## config.mk

```make
export PLATFORM = sky130hd
export DESIGN_NAME = block_recycling_slot_allocator_top
export DESIGN_NICKNAME = d
export VERILOG_FILES = /design/src/design/brsa_pkg.sv /design/src/design/block_recycling_slot_allocator_top.sv /design/src/design/brsa_ram.sv /design/src/design/brsa_ctrl.sv /design/src/design/brsa_dp.sv
export SDC_FILE = /design/constraint.sdc
export NUM_CORES = 1
export LEC_CHECK = 0
export BUFFER_PORTS_ARGS = -buffer_cell sky130_fd_sc_hd__buf_2
export CAP_MARGIN = 5
export CORE_ASPECT_RATIO = 0.9
export CORE_MARGIN = 3
export CORE_UTILIZATION = 60
export CTS_BUF_LIST = sky130_fd_sc_hd__clkbuf_8
export CTS_CLUSTER_DIAMETER = 30
export DETAILED_ROUTE_END_ITERATION = 16
export PLACE_DENSITY_LB_ADDON = 0.08
export REMOVE_ABC_BUFFERS = 1
export SETUP_SLACK_MARGIN = 0.02
export SYNTH_ARGS = -nofsm -noshare
export SYNTH_HDL_FRONTEND = slang
export SYNTH_SLANG_ARGS = --single-unit
```

## constraint.sdc

```tcl
create_clock -name clk -period 11.9 [get_ports clk]
set_input_delay 0 -clock clk [delete_from_list [all_inputs] [get_ports clk]]
set_output_delay 0 -clock clk [all_outputs]
set_load 0.005 [all_outputs]
```

## src/design/brsa_pkg.sv

```systemverilog
// shared constants, codes and types for the block recycling slot allocator
// no dependencies
package brsa_pkg;

  // fixed by the widths of the block id and slot fields
  localparam int NUM_BLOCKS = 32;
  localparam int BLK_W      = 5;
  localparam int MAX_SLOTS  = 256;
  localparam int SLOT_W     = 8;
  localparam int CNT_W      = 9;
  localparam int SIZE_W     = 16;
  localparam int OFF_W      = 24;
  localparam int STAT_W     = 2;
  localparam int IU_W       = 6;
  localparam int CFG_IDX_W  = 1;
  localparam int CFG_DATA_W = 16;

  // default depth of the recycled block stack
  localparam int DEF_FREE_LIST_CAP = 20;

  // reset values of the configuration registers
  localparam logic [CNT_W-1:0]  IPB_RESET  = CNT_W'(64);
  localparam logic [SIZE_W-1:0] SIZE_RESET = SIZE_W'(64);

  // configuration register indexes
  localparam logic [CFG_IDX_W-1:0] CFG_ITEMS_PER_BLOCK = 1'b0;
  localparam logic [CFG_IDX_W-1:0] CFG_ITEM_SIZE       = 1'b1;

  // request kinds
  localparam logic KIND_ALLOC   = 1'b0;
  localparam logic KIND_RELEASE = 1'b1;

  // result status codes
  localparam logic [STAT_W-1:0] ST_OK           = 2'd0;
  localparam logic [STAT_W-1:0] ST_NO_BLOCK     = 2'd1;
  localparam logic [STAT_W-1:0] ST_OVER_RELEASE = 2'd2;

  // commands from the controller to the datapath
  typedef struct packed {
    logic latch;  // capture the request beat, start the stack read
    logic exec;   // evaluate and update the allocator state
    logic load;   // fill the output register
  } brsa_cmd_t;

endpackage

```

## src/design/block_recycling_slot_allocator_top.sv

```systemverilog
// top level of the block recycling slot allocator
// depends on brsa_pkg, brsa_ctrl, brsa_dp (and brsa_ram below it)
//
//  channel | handshake           | beat contents
//  --------+---------------------+------------------------------------------
//  in      | in_valid/in_ready   | kind, release_block
//  out     | out_valid/out_ready | block_id, slot_index, byte_offset,
//          |                     | status, blocks_in_use
//  cfg     | cfg_we (no wait)    | cfg_index, cfg_wdata
//
// each request passes through capture (stack top read from the ram),
// evaluate (one update of the bookkeeping state), then the offset multiply
// into the output register; a new request is taken only once the last is loaded
// synchronous active-low reset; all 32 release counts are flops cleared at
// once, so there is no clearing pass and a request can be taken right away
// a held result sits in the output register while the next request is
// captured and evaluated; only the output load waits for out_ready
module block_recycling_slot_allocator_top
  import brsa_pkg::*;
#(
  parameter int FREE_LIST_CAP = DEF_FREE_LIST_CAP
) (
  input  logic                  clk,
  input  logic                  rst_n,
  // request channel
  input  logic                  in_valid,
  output logic                  in_ready,
  input  logic                  in_kind,
  input  logic [BLK_W-1:0]      in_release_block,
  // result channel
  output logic                  out_valid,
  input  logic                  out_ready,
  output logic [BLK_W-1:0]      out_block_id,
  output logic [SLOT_W-1:0]     out_slot_index,
  output logic [OFF_W-1:0]      out_byte_offset,
  output logic [STAT_W-1:0]     out_status,
  output logic [IU_W-1:0]       out_blocks_in_use,
  // configuration write port
  input  logic                  cfg_we,
  input  logic [CFG_IDX_W-1:0]  cfg_index,
  input  logic [CFG_DATA_W-1:0] cfg_wdata
);

  // commands from the sequencer to the datapath
  brsa_cmd_t cmd;

  // sequencer: capture, evaluate, load output
  brsa_ctrl u_ctrl (
    .clk       (clk),
    .rst_n     (rst_n),
    .in_valid  (in_valid),
    .in_ready  (in_ready),
    .out_valid (out_valid),
    .out_ready (out_ready),
    .cmd       (cmd)
  );

  // bookkeeping state, recycled block stack and output register
  brsa_dp #(
    .FREE_LIST_CAP (FREE_LIST_CAP)
  ) u_dp (
    .clk               (clk),
    .rst_n             (rst_n),
    .cmd               (cmd),
    .cfg_we            (cfg_we),
    .cfg_index         (cfg_index),
    .cfg_wdata         (cfg_wdata),
    .in_kind           (in_kind),
    .in_release_block  (in_release_block),
    .out_block_id      (out_block_id),
    .out_slot_index    (out_slot_index),
    .out_byte_offset   (out_byte_offset),
    .out_status        (out_status),
    .out_blocks_in_use (out_blocks_in_use)
  );

endmodule

```

## src/design/brsa_ram.sv

```systemverilog
// generic single write port ram with registered read
// no dependencies
module brsa_ram #(
  parameter int WIDTH = 8,
  parameter int DEPTH = 16,
  parameter int AW    = (DEPTH > 1) ? $clog2(DEPTH) : 1
) (
  input  logic             clk,
  input  logic             we,
  input  logic [AW-1:0]    waddr,
  input  logic [WIDTH-1:0] wdata,
  input  logic             re,
  input  logic [AW-1:0]    raddr,
  output logic [WIDTH-1:0] rdata
);

  logic [WIDTH-1:0] mem_r [DEPTH];
  logic [WIDTH-1:0] rdata_r;

  always_ff @(posedge clk) begin
    if (we) begin
      mem_r[waddr] <= wdata;
    end
    if (re) begin
      rdata_r <= mem_r[raddr];
    end
  end

  assign rdata = rdata_r;

endmodule

```

## src/design/brsa_ctrl.sv

```systemverilog
// controller: sequences each request through capture, evaluate and output load
// depends on brsa_pkg
module brsa_ctrl
  import brsa_pkg::*;
(
  input  logic      clk,
  input  logic      rst_n,
  input  logic      in_valid,
  output logic      in_ready,
  output logic      out_valid,
  input  logic      out_ready,
  output brsa_cmd_t cmd
);

  typedef enum logic [1:0] {
    S_IDLE,
    S_EXEC,
    S_LOAD
  } state_t;

  state_t state_r, state_nxt;
  logic   out_valid_r, out_valid_nxt;
  logic   load_ok;

  assign in_ready = (state_r == S_IDLE);
  assign load_ok  = !out_valid_r || out_ready;

  always_comb begin
    state_nxt     = state_r;
    out_valid_nxt = out_valid_r && !out_ready;
    cmd           = '0;
    unique case (state_r)
      S_IDLE: begin
        if (in_valid) begin
          cmd.latch = 1'b1;
          state_nxt = S_EXEC;
        end
      end
      S_EXEC: begin
        cmd.exec  = 1'b1;
        state_nxt = S_LOAD;
      end
      S_LOAD: begin
        if (load_ok) begin
          cmd.load      = 1'b1;
          out_valid_nxt = 1'b1;
          state_nxt     = S_IDLE;
        end
      end
      default: begin
        state_nxt = S_IDLE;
      end
    endcase
  end

  always_ff @(posedge clk) begin
    if (!rst_n) begin
      state_r     <= S_IDLE;
      out_valid_r <= 1'b0;
    end else begin
      state_r     <= state_nxt;
      out_valid_r <= out_valid_nxt;
    end
  end

  assign out_valid = out_valid_r;

endmodule

```

## src/design/brsa_dp.sv

```systemverilog
// datapath: configuration, block bookkeeping, recycled block stack and result
// depends on brsa_pkg and brsa_ram
module brsa_dp
  import brsa_pkg::*;
#(
  parameter int FREE_LIST_CAP = DEF_FREE_LIST_CAP
) (
  input  logic                  clk,
  input  logic                  rst_n,
  input  brsa_cmd_t             cmd,
  input  logic                  cfg_we,
  input  logic [CFG_IDX_W-1:0]  cfg_index,
  input  logic [CFG_DATA_W-1:0] cfg_wdata,
  input  logic                  in_kind,
  input  logic [BLK_W-1:0]      in_release_block,
  output logic [BLK_W-1:0]      out_block_id,
  output logic [SLOT_W-1:0]     out_slot_index,
  output logic [OFF_W-1:0]      out_byte_offset,
  output logic [STAT_W-1:0]     out_status,
  output logic [IU_W-1:0]       out_blocks_in_use
);

  localparam int FC_W = $clog2(FREE_LIST_CAP + 1);
  localparam int SA_W = (FREE_LIST_CAP > 1) ? $clog2(FREE_LIST_CAP) : 1;

  // configuration
  logic [CNT_W-1:0]  ipb_r;
  logic [SIZE_W-1:0] size_r;

  // allocator state
  logic [BLK_W-1:0] cur_r, cur_nxt;
  logic [CNT_W-1:0] next_slot_r, next_slot_nxt;
  logic [CNT_W-1:0] rc_r [NUM_BLOCKS];
  logic [NUM_BLOCKS-1:0] held_r;
  logic [FC_W-1:0]  fc_r, fc_nxt;
  logic [IU_W-1:0]  iu_r, iu_nxt;

  // captured request
  logic             kind_r;
  logic [BLK_W-1:0] blk_r;

  // evaluated result, waiting for the offset multiply
  logic [BLK_W-1:0]  res_blk_r, res_blk_nxt;
  logic [SLOT_W-1:0] res_slot_r, res_slot_nxt;
  logic [STAT_W-1:0] res_stat_r, res_stat_nxt;

  // output register
  logic [BLK_W-1:0]  o_blk_r;
  logic [SLOT_W-1:0] o_slot_r;
  logic [OFF_W-1:0]  o_off_r;
  logic [STAT_W-1:0] o_stat_r;
  logic [IU_W-1:0]   o_iu_r;

  // evaluation signals
  logic [CNT_W-1:0] n_eff;
  logic [BLK_W-1:0] rc_ra;
  logic [CNT_W-1:0] rc_rd;
  logic [CNT_W-1:0] rc_inc;
  logic             rc_we;
  logic [BLK_W-1:0] rc_wa;
  logic [CNT_W-1:0] rc_wd;
  logic             held_we;
  logic [BLK_W-1:0] held_wa;
  logic             held_wd;
  logic             found;
  logic [BLK_W-1:0] found_blk;
  logic [CNT_W-1:0] new_slot;
  logic             push;
  logic [FC_W-1:0]  fc_dec;
  logic [BLK_W-1:0] stack_rd;

  // lowest block still in the pool
  function automatic logic [BLK_W:0] find_free(input logic [NUM_BLOCKS-1:0] held);
    logic [BLK_W:0] res;
    res = '0;
    for (int i = NUM_BLOCKS - 1; i >= 0; i--) begin
      if (!held[i]) begin
        res = {1'b1, BLK_W'(i)};
      end
    end
    return res;
  endfunction

  assign fc_dec = fc_r - FC_W'(1);

  brsa_ram #(
    .WIDTH (BLK_W),
    .DEPTH (FREE_LIST_CAP),
    .AW    (SA_W)
  ) u_stack (
    .clk   (clk),
    .we    (push),
    .waddr (fc_r[SA_W-1:0]),
    .wdata (blk_r),
    .re    (cmd.latch),
    .raddr (fc_dec[SA_W-1:0]),
    .rdata (stack_rd)
  );

  // slot count clamped to 1..MAX_SLOTS
  always_comb begin
    n_eff = ipb_r;
    if (ipb_r == '0) begin
      n_eff = CNT_W'(1);
    end else if (ipb_r > CNT_W'(MAX_SLOTS)) begin
      n_eff = CNT_W'(MAX_SLOTS);
    end
  end

  assign rc_ra  = (kind_r == KIND_RELEASE) ? blk_r : cur_r;
  assign rc_rd  = rc_r[rc_ra];
  assign rc_inc = rc_rd + CNT_W'(1);
  assign {found, found_blk} = find_free(held_r);

  always_comb begin
    cur_nxt       = cur_r;
    next_slot_nxt = next_slot_r;
    fc_nxt        = fc_r;
    iu_nxt        = iu_r;
    rc_we         = 1'b0;
    rc_wa         = cur_r;
    rc_wd         = '0;
    held_we       = 1'b0;
    held_wa       = blk_r;
    held_wd       = 1'b0;
    push          = 1'b0;
    new_slot      = next_slot_r;
    res_blk_nxt   = blk_r;
    res_slot_nxt  = '0;
    res_stat_nxt  = ST_OK;
    if (kind_r == KIND_ALLOC) begin
      if (next_slot_r >= n_eff) begin
        new_slot = '0;
        if (rc_rd >= n_eff) begin
          // every slot came back, start the same block over
          rc_we = 1'b1;
          rc_wa = cur_r;
        end else if (fc_r == '0) begin
          if (found) begin
            held_we = 1'b1;
            held_wa = found_blk;
            held_wd = 1'b1;
            rc_we   = 1'b1;
            rc_wa   = found_blk;
            cur_nxt = found_blk;
            iu_nxt  = iu_r + IU_W'(1);
          end else begin
            res_stat_nxt = ST_NO_BLOCK;
          end
        end else begin
          // pop the most recently recycled block
          fc_nxt  = fc_dec;
          cur_nxt = stack_rd;
          rc_we   = 1'b1;
          rc_wa   = stack_rd;
          iu_nxt  = iu_r + IU_W'(1);
        end
      end
      if (res_stat_nxt == ST_OK) begin
        next_slot_nxt = new_slot + CNT_W'(1);
        res_blk_nxt   = cur_nxt;
        res_slot_nxt  = new_slot[SLOT_W-1:0];
      end else begin
        res_blk_nxt = '0;
      end
    end else begin
      if (!held_r[blk_r] || rc_rd >= n_eff) begin
        res_stat_nxt = ST_OVER_RELEASE;
      end else begin
        rc_we = 1'b1;
        rc_wa = blk_r;
        rc_wd = rc_inc;
        if (blk_r != cur_r && rc_inc >= n_eff) begin
          if (fc_r < FC_W'(FREE_LIST_CAP)) begin
            push   = 1'b1;
            fc_nxt = fc_r + FC_W'(1);
          end else begin
            held_we = 1'b1;
            held_wa = blk_r;
            held_wd = 1'b0;
          end
          if (iu_r != '0) begin
            iu_nxt = iu_r - IU_W'(1);
          end
        end
      end
    end
    if (!cmd.exec) begin
      push = 1'b0;
    end
  end

  // configuration and control state
  always_ff @(posedge clk) begin
    if (!rst_n) begin
      ipb_r       <= IPB_RESET;
      size_r      <= SIZE_RESET;
      cur_r       <= '0;
      next_slot_r <= '0;
      held_r      <= NUM_BLOCKS'(1);
      fc_r        <= '0;
      iu_r        <= IU_W'(1);
      for (int i = 0; i < NUM_BLOCKS; i++) begin
        rc_r[i] <= '0;
      end
    end else begin
      if (cfg_we) begin
        unique case (cfg_index)
          CFG_ITEMS_PER_BLOCK: ipb_r  <= cfg_wdata[CNT_W-1:0];
          CFG_ITEM_SIZE:       size_r <= cfg_wdata[SIZE_W-1:0];
          default: ;
        endcase
      end
      if (cmd.exec) begin
        cur_r       <= cur_nxt;
        next_slot_r <= next_slot_nxt;
        fc_r        <= fc_nxt;
        iu_r        <= iu_nxt;
        if (rc_we) begin
          rc_r[rc_wa] <= rc_wd;
        end
        if (held_we) begin
          held_r[held_wa] <= held_wd;
        end
      end
    end
  end

  // payload registers
  always_ff @(posedge clk) begin
    if (cmd.latch) begin
      kind_r <= in_kind;
      blk_r  <= in_release_block;
    end
    if (cmd.exec) begin
      res_blk_r  <= res_blk_nxt;
      res_slot_r <= res_slot_nxt;
      res_stat_r <= res_stat_nxt;
    end
    if (cmd.load) begin
      o_blk_r  <= res_blk_r;
      o_slot_r <= res_slot_r;
      o_off_r  <= OFF_W'(res_slot_r) * OFF_W'(size_r);
      o_stat_r <= res_stat_r;
      o_iu_r   <= iu_r;
    end
  end

  assign out_block_id      = o_blk_r;
  assign out_slot_index    = o_slot_r;
  assign out_byte_offset   = o_off_r;
  assign out_status        = o_stat_r;
  assign out_blocks_in_use = o_iu_r;

endmodule
```

==> metrics, run 1 <==
status=finished, final reports clean; Worst-Margin Slew=1120 ps; Buffers on Ports=74; WHS Endpoint=u_dp.kind_r; max-cap viol count=0; global-route wire length before repair=121000 um; worst min path class=in -> reg; depth of the worst register-to-register path=17; Power Density=145 mW/mm^2; Area contributors post-synth=edfxtp_1, dfxtp_1, fa_1, mux2i_1, nor2_1; Total Wirelength=78400 um; Die Ht=217 um; GR Util All Layers=0.307; CP Data Arrival Time=8480 ps; largest net degree at the start of global routing=66; grt total ovfl=0; num rows=76; worst path bufs/invs=3; Post-Place Cell Area=0.0303 mm^2; Async S/R FF share, synth=0; Routability Congestion=0.993; element type at the critical path end=flop; mapped cell area=0.0295 mm^2; Layout area overhead=13.0%; chip width=240 um; FILL cells=3518; FF+latch count, synth=544; crit-path cells=buf_4 > mux2_4 > buf_4 > mux2i_1 > mux2i_1 > mux4_2 > a211oi_1 > inv_1 > ha_1 > o2111ai_1 > o21ai_0 > a31o_2 > nor3_1 > o311ai_0 > and3_1 > nand4_2 > nand2_1; worst r2r dst=u_dp.rc_r[19][4]; number of synthesized flops with an enable pin=459; R2R setup slack=3760 ps; First DRT Iteration DRCs=2262; wire per inst=23.3 um; final worst-path cycle share=0.684; Largest stage delay, worst path=890 ps; Root Buffer=clkbuf_8; Avg Inst Size Synth=11.7 um^2; CP max FO=65; Highest Clock Rate=0.123 GHz; Main synth FF type=edfxtp_1; Max-Slew Margin vs Limit=0.256; core area=0.0483 mm^2; cell leakage power=0.0126 uW; layout cells sized above 1=0.152; Clk Latency, worst-skew pair=700 ps; clock skew=35.9 ps; slowest cell on the critical path=buf_4; final net count=2839; crit start category=flop; die footprint=0.0519 mm^2; htree depth=3; critical path's top delay family=compound AO/OA/AOI/OAI gates; WHS Path Cells=2; # DRC=0; CTS Buf Count=104; # resized after CTS=0; hold_sp=in_kind; clock sinks=544; Unique masters post-synth=87; number of vias per cell=6.23; Final ANT Viol Nets=0; Slew Limit Fails=0; design area=0.0334 mm^2; maximum VDD drop=0.132 mV; I/O pin count=75; unrepaired setup endpoints after global routing=false; Final HPWL DP=51700 um; fin crit period=8140 ps; final hold vios=0; r2r startpoint=u_dp.kind_r; Finish-stage setup viols=0; post-synth top area cell=edfxtp_1; critical path required time=12240 ps; antenna violations before repair=1; register area share after synthesis=0.524; via count=20940; synth warn=0; clk buf depth=3; Initial Util=0.612; area share of the largest cell type after synthesis=0.467; cells after synthesis=2522; critical path class=reg -> reg; Setup TNS Final=0 ps; clk slew on worst S/H paths=60 ps; CTS tree=yes; DR pass1 iterations=6; vias in the first global route=20324
## cells in the mapped netlist, types with 15 or more instances
cell type and number:
fa_1 85, and2_1 73, ha_1 82, clkbuf_1 74
a22oi_1 15, buf_2 33, nand4_1 16, mux2i_1 145
dfxtp_1 85, inv_1 116, o21a_1 16, xnor2_1 29
buf_1 16, nand2_1 330, nand3_1 34, o31ai_1 24
edfxtp_1 459, nor3_1 24, o211ai_1 28, nor2_1 351
o21ai_0 45, mux4_2 48, and3_1 21, a21oi_1 68
mux2_2 19, a31oi_1 15
## worst max-delay path by stage
| stage | startpoint | endpoint | slack, ps | cells past startpoint |
|---|---|---|---|---|
| after floorplan | u_dp.kind_r | u_dp.rc_r[26][0] | 3250 | 16 |
| after global placement | u_dp.kind_r | u_dp.rc_r[23][4] | 4180 | 17 |
| after detailed placement | u_dp.kind_r | u_dp.rc_r[19][7] | 3950 | 17 |
| after CTS | u_dp.kind_r | u_dp.rc_r[21][8] | 3900 | 17 |
| after global routing | u_dp.kind_r | u_dp.rc_r[21][1] | 3270 | 17 |
| final | u_dp.kind_r | u_dp.rc_r[19][4] | 3760 | 17 |
## final cells by class
cell class                 instances  area, um^2  area share
tap                              624         781      0.0234
clock buffer                     112        1540      0.0462
clock inverter                    85        1010      0.0302
multi-input combinational       1715       13000       0.389
sequential                       544       15500       0.464
antenna                            1        2.50   0.0000750
timing repair buffer             160        1150      0.0343
inverter                         119         447      0.0134
## where the power goes
group          switching [uW]  total, uW  internal (uW)
sequential               34.9       2150           2120
clock                     854       2200           1350
combinational             316        496            180
total                    1210       4850           3650
## flip-flops by register name, indices dropped and copies added, names as in the netlist, 5 cells and up
| register | flops |
|---|---|
| u_dp.u_stack.rdata | 5 |
| u_dp.held_r | 32 |
| u_dp.out_byte_offset | 24 |
| u_dp.ipb_r | 9 |
| u_dp.res_blk_r | 5 |
| u_dp.iu_r | 6 |
| u_dp.next_slot_r | 9 |
| u_dp.out_blocks_in_use | 6 |
| u_dp.rc_r | 288 |
| u_dp.size_r | 16 |
| u_dp.res_slot_r | 8 |
| u_dp.out_slot_index | 8 |
| u_dp.fc_r | 5 |
| u_dp.cur_r | 5 |
| u_dp.out_block_id | 5 |
| u_dp.u_stack.mem_r | 100 |
| u_dp.blk_r | 5 |
## routing by layer
| layer | part of all wire | track usage | vias to the layer above |
|---|---|---|---|
| li1 | - | - | 9362 |
| met1 | 0.41 | 0.443 | 10255 |
| met2 | 0.45 | 0.467 | 1155 |
| met3 | 0.11 | 0.0737 | 168 |
| met4 | 0.035 | 0.0976 | 0 |
| met5 | 0 | 0 | - |
## stage by stage
stage	instances	setup slack (ps)	total power, uW	hold slack (ps)	util
after global placement	3110	4180	2650	178	0.627
after detailed placement	3110	3950	2660	179	0.627
final	3360	3760	4850	58.2	0.691
after CTS	3359	3900	4870	16.3	0.691
after global routing	3360	3270	5030	32.0	0.691
after floorplan	2378	3250	2500	61.9	-
## cell usage in the layout, fill, tap and decap left out, types with 16 or more instances in the layout
cell / count
clkbuf_8: 112
nand4_1: 16
fa_1: 85
dlygate4sd3_1: 52
o21ai_0: 45
mux4_2: 48
nand3_1: 34
ha_1: 82
nand2_1: 328
edfxtp_1: 459
dfxtp_1: 84
mux2_2: 18
xnor2_1: 29
buf_4: 34
and3_1: 21
a21oi_1: 68
nor3_1: 24
inv_1: 130
o211ai_1: 28
bufinv_16: 21
o21a_1: 16
nor2_1: 351
mux2i_1: 143
o31ai_1: 23
and2_1: 73
buf_2: 74
## kinds of logic after synthesis
logic type,Yosys count,synth area share
DFF,544,0.524
AOI/OAI and AO/OA,339,0.0862
and+or+nand+nor,950,0.147
buffers and inverters,263,0.0385
xor gates and xnor gates,39,0.0116
muxes,220,0.0998
adders and majority gates,167,0.0923
## repair_timing
action | CTS | global route
buffers inserted | 0 | 0
hold endpoints to repair | 45 | 0
hold buffers | 52 | 0
(Power assumes the default switching activity.)
==> inputs of run 2 (changes only) <==
Clock period 11.9 ns to 8.4 ns, I/O delays scaled along.
==> run 2 against run 1 <==
Cell area shrank 0.97%. Utilization shrank 0.67 points. Global-route usage grew 0.56 points. Sequential share of layout area grew 0.46 points. Register-to-register slack lost 3000 ps. Clock skew grew 3.3 ps. Highest routed layer unchanged.
==> metrics, run 2 (synthesized netlist as in run 1, its figures left out) <==
final net count=2832 (-0.25%); max-cap viol count=0 (unchanged); crit-path cells=mux2_4 > buf_4 > mux2i_1 > mux2i_1 > a32oi_1 > nand4_1 > ha_1 > a211o_1 > a31oi_1 > o21ai_0 > a31oi_2 > a31oi_1 > o311ai_0 > and3_1 > nand4_2 > nand2_1; DR pass1 iterations=6 (unchanged); number of flip-flops in the largest register=288 (unchanged); crit start category=flop; via count=21224 (+1.4%); critical path's top delay family=compound AO/OA/AOI/OAI gates; WHS Path Cells=2 (unchanged); clock power share=0.431 (-0.023); WHS Endpoint=u_dp.blk_r[1]; most common cell after layout, fill and taps aside=edfxtp_1; CP max FO=44 (-32%); htree depth=3 (unchanged); die footprint=0.0519 mm^2 (unchanged); utilization after layout=0.684 (-0.00673); worst min path class=in -> reg; Worst-Margin Slew=1160 ps (+44.1 ps); wire per inst=23.9 um (+2.2%); Largest stage delay, worst path=860 ps (-30 ps); Total Wirelength=79900 um (+1.9%); maximum VDD drop=0.167 mV (+26%); FILL cells=3485 (-0.94%); num rows=76 (unchanged); number of vias per cell=6.34 (+1.7%); Highest Clock Rate=0.130 GHz (+6.0%); grt total ovfl=0 (unchanged); Power Density=200 mW/mm^2 (+37%); Layout area overhead=11.9%; chip width=240 um (unchanged); CP Data Arrival Time=8040 ps (-440 ps); clock sinks=544 (unchanged); antenna violations before repair=0 (-1); # resized after CTS=0 (unchanged); most frequent cells in the layout=edfxtp_1, nor2_1, nand2_1, mux2i_1, inv_1; Clk Latency, worst-skew pair=720 ps (+20 ps); R2R setup slack=730 ps (-3040 ps); clk buf depth=3 (unchanged); worst path bufs/invs=1 (-2); pre-CTS setup slack=958 ps (-2990 ps); Logic pwr share=0.106 (+0.004); CP Launch Point=u_dp.cur_r[1]; worst r2r dst=u_dp.rc_r[21][3]; fin crit period=7670 ps (-462 ps); largest net degree at the start of global routing=51 (-23%); final worst setup slack=727 ps (-3040 ps); GR Util All Layers=0.313 (+0.00561); Buffers on Ports=74 (unchanged); clk slew on worst S/H paths=60 ps (about the same); final worst-path cycle share=0.914 (+0.230); critical path class=reg -> reg; Max-Slew Margin vs Limit=0.204 (-0.0515); ANT cells=0 (-1); First DRT Iteration DRCs=2517 (+11%); top flop regs=u_dp.rc_r: 288 flops, u_dp.u_stack.mem_r: 100 flops, u_dp.held_r: 32 flops; unrepaired setup endpoints after global routing=false; WP depth=16 (-1); slowest cell on the critical path=o311ai_0; Die Ht=217 um (unchanged); Final ANT Viol Nets=0 (unchanged); Slew Limit Fails=0 (unchanged); r2r startpoint=u_dp.cur_r[1]; clock skew=39.2 ps (+3.33 ps); # DRC=0 (unchanged); global-route wire length before repair=124000 um (+2.0%); Overall Power=6600 uW (+36%); Root Buffer=clkbuf_8; Finish-stage setup viols=0 (unchanged); Sw Pwr=1700 uW (+41%); hold_sp=in_release_block[1]; Initial Util=0.612 (unchanged); final hold vios=0 (unchanged); largest reg by FF count=u_dp.rc_r; CTS Buf Count=103 (-0.96%); Int Power=4900 uW (+34%); vias in the first global route=20780 (+2.2%); Sequential Power Share=0.463 (+0.020); depth of the worst register-to-register path=16 (-1); layout cells sized above 1=0.152 (-0.000853); critical path required time=8760 ps (-3480 ps); Final HPWL DP=54300 um (+5.2%); core area=0.0483 mm^2 (unchanged); status=finished, final reports clean; CTS tree=yes; switch share=0.257 (+0.00902); I/O pin count=75 (unchanged); Routability Congestion=1.00 (+0.64%); cell leakage power=0.0125 uW (-0.69%); element type at the critical path end=flop
run 2: worst max path at each step:
stage	to	slack [ps]
after global placement	u_dp.rc_r[19][0]	1260
after CTS	u_dp.rc_r[21][3]	870
after global routing	u_dp.rc_r[21][3]	320
final	u_dp.rc_r[21][3]	730
after floorplan	u_dp.rc_r[26][0]	-250
after detailed placement	u_dp.rc_r[23][1]	960
run 2: worst reg2reg max path: cells and delay by family (launching register included):
kind	cells	cell delay [ps]
AOI/OAI and AO/OA	7	2490
adders and majority gates	1	450
DFF	1	640
and+or+nand+nor	4	2050
buffers and inverters	1	540
muxes	3	1140
run 2: layout make-up:
class / count / area (um^2) / share of cell area
Sequential cell: 544 / 15500 / 0.468
Multi-Input combinational cell: 1715 / 13000 / 0.392
Clock buffer: 114 / 1570 / 0.0475
Timing Repair Buffer: 154 / 1070 / 0.0324
Tap cell: 624 / 781 / 0.0236
Clock inverter: 78 / 742 / 0.0224
Inverter: 119 / 447 / 0.0135
run 2: stage by stage:
step / setup TNS [ps] / instance area (um^2) / hold WS [ps] / std cells
after global placement: 0 / 30300 / 183 / 3116
after detailed placement: 0 / 30300 / 183 / 3116
after floorplan: -9560 / 28900 / 61.9 / 2378
final: 0 / 33100 / 67.7 / 3348
after CTS: 0 / 33100 / 24.6 / 3348
after global routing: 0 / 33100 / 19.0 / 3348
run 2: power groups by stage:
stage	Combinational (uW)	Clock [uW]	Sequential, uW
after floorplan	457	0	3090
after global placement	654	0	3110
after detailed placement	672	0	3110
after CTS	690	2870	3050
after global routing	762	3010	3060
final	700	2840	3060
run 2: timing repair:
action                     in CTS  in global routing
setup buffers                   0                  0
hold endpoints to repair       51                  0
hold buffers                   40                  0
setup endpoints to repair       0                  0
run 2: metal layers:
metal | track usage | share of wire | vias up
li1 | - | - | 9351
met1 | 0.452 | 0.41 | 10491
met3 | 0.0639 | 0.10 | 199
met2 | 0.476 | 0.45 | 1183
met5 | 0 | 0 | -
met4 | 0.111 | 0.036 | 0
==> inputs of run 3 (changes only) <==
Settings changed: CTS_BUF_LIST sky130_fd_sc_hd__clkbuf_8 to unset.
==> run 3 against run 2 <==
Non-clock buffer count decreased by 8. Flip-flop and latch count unchanged. Cell area increased by 3.3%. Die area unchanged. Combinational power about the same. Power increased by 19%. Final cell count decreased by 0.39%. Clock power increased by 44%. First-iteration DRC count increased by 3.3%. Clock skew increased by 13 ps. Critical endpoint is now u_dp.rc_r[21][1].
==> metrics, run 3 (synthesized netlist as in run 1, its figures left out) <==
Routability Congestion=1.00 (unchanged); crit start category=flop; Overall Power=7840 uW (+19%); final worst-path cycle share=0.918 (+0.00417); ANT cells=0 (unchanged); GR Util All Layers=0.317 (+0.00371); number of flip-flops in the largest register=288 (unchanged); antenna violations before repair=0 (unchanged); chip width=240 um (unchanged); global-route wire length before repair=125000 um (+1.1%); Int Power=5870 uW (+20%); worst min path class=in -> reg; gr busiest metal=met2; FILL cells=3302 (-5.3%); Root Buffer=clkbuf_16; Sequential Power Share=0.390 (-0.073); grt total ovfl=0 (unchanged); Sw Pwr=1970 uW (+16%); element type at the critical path end=flop; utilization after layout=0.707 (+0.0227); status=finished, final reports clean; depth of the worst register-to-register path=16 (unchanged); critical path class=reg -> reg; Finish-stage setup viols=0 (unchanged); Total Wirelength=80700 um (+1.1%); Highest Clock Rate=0.130 GHz (-0.46%); Clk Latency, worst-skew pair=670 ps (-50 ps); met2 Track Usage GR=0.483 (+0.00672); via count=21226 (+0.0094%); hold_sp=rst_n; critical path required time=8700 ps (-60 ps); Layout area overhead=15.6%; WHS Path Cells=3 (+1); clk slew on worst S/H paths=50 ps (about the same); number of vias per cell=6.36 (+0.40%); First DRT Iteration DRCs=2601 (+3.3%); clock sinks=544 (unchanged); Final HPWL DP=54300 um (unchanged); CP Data Arrival Time=8010 ps (-30 ps); R2R setup slack=690 ps (-40 ps); max-cap viol count=0 (unchanged); r2r startpoint=u_dp.cur_r[1]; Final ANT Viol Nets=0 (unchanged); Slew Limit Fails=0 (unchanged); most common cell after layout, fill and taps aside=edfxtp_1; fin crit period=7710 ps (+35.0 ps); largest reg by FF count=u_dp.rc_r; num rows=76 (unchanged); Power Density=230 mW/mm^2 (+15%); final hold vios=0 (unchanged); GRT met1 Usage=0.459 (+0.00696); vias in the first global route=20867 (+0.42%); met3 usage=0.0592 (-0.00471); clk buf depth=3 (unchanged); Initial Util=0.612 (unchanged); Buffers on Ports=74 (unchanged); clock skew=52.7 ps (+13.4 ps); top flop regs=u_dp.rc_r: 288 flops, u_dp.u_stack.mem_r: 100 flops, u_dp.held_r: 32 flops; DR pass1 iterations=5 (-1); Max-Slew Margin vs Limit=0.206 (+0.00154); unrepaired setup endpoints after global routing=false; largest net degree at the start of global routing=51 (unchanged); # DRC=0 (unchanged); switch share=0.251 (-0.00649); wire per inst=24.2 um (+1.5%); most frequent cells in the layout=edfxtp_1, nor2_1, nand2_1, mux2i_1, inv_1; clock power share=0.521 (+0.090); I/O pin count=75 (unchanged); final worst setup slack=691 ps (-35.0 ps); Logic pwr share=0.089 (-0.017); CP Launch Point=u_dp.cur_r[1]; multi-input logic area=0.0130 mm^2 (unchanged); htree depth=3 (unchanged); CTS Buf Count=100 (-2.9%); FF+latch area=0.0155 mm^2 (unchanged); core area=0.0483 mm^2 (unchanged); cell leakage power=0.0129 uW (+3.1%); CP max FO=44 (unchanged); CTS tree=yes; final net count=2821 (-0.39%); Die Ht=217 um (unchanged); Worst-Margin Slew=1160 ps (-2.24 ps); layout cells sized above 1=0.153 (+0.00146); pre-CTS setup slack=958 ps (unchanged); die footprint=0.0519 mm^2 (unchanged); maximum VDD drop=0.221 mV (+32%)
==> run 3: cell count changes in the layout (fill, tap and decap cells not counted), sizes merged <==
cell	delta
clkbuf	+1
clkinv	+4
clkinvlp	+3
dlygate4sd3	-8
inv	-13
==> run 3: layout make-up <==
cell class,count,area share
Timing Repair Buffer,146,0.0290
Sequential cell,544,0.453
Inverter,119,0.0131
Clock buffer,115,0.0755
Multi-Input combinational cell,1715,0.380
Clock inverter,72,0.0266
Tap cell,624,0.0229
==> run 3: stage by stage <==
step	setup TNS [ps]	cell area, um^2	hold WS, ps	std cells
floorplan	-9560	28900	61.9	2378
global placement	0	30300	183	3116
detailed placement	0	30300	183	3116
CTS	0	34200	7.76	3335
global route	0	34200	29.7	3335
finish	0	34200	29.5	3335
==> run 3: worst max-delay path: stages (launching register included) <==
cell	delay [ps]
dfxtp_1	640
mux2_4	770
buf_4	460
mux2i_1	270
mux2i_1	110
a32oi_1	350
nand4_1	420
ha_1	450
a211o_1	300
a31oi_1	160
o21ai_0	170
a31oi_2	480
a31oi_1	180
o311ai_0	850
and3_1	800
nand4_2	410
nand2_1	440
==> run 3: timing repair <==
item	CTS	global route
gates resized for setup	0	0
setup buffers	0	0
endpoints found under the hold margin	45	0
hold buffers	32	0
==> run 3: routing by layer <==
metal	vias to the layer above	wire length, um
met4	0	2970
met1	10472	33100
li1	9331	-
met5	-	0
met3	183	8180
met2	1240	36500
==> run 3: final timing paths <==
kind / to
setup reg to reg: u_dp.rc_r[21][1]
setup / recovery: u_dp.rc_r[21][1]
hold reg to reg: u_dp.out_block_id[1]
hold / removal: u_dp.held_r[0]
==> run 3: power by group through the flow <==
stage	Clock [uW]	Combinational (uW)	Sequential, uW
2_1_floorplan	0	457	3090
3_3_place_gp	0	654	3110
3_5_place_dp	0	672	3110
4_1_cts	4110	690	3060
5_1_grt	4250	761	3060
6_report	4080	699	3060
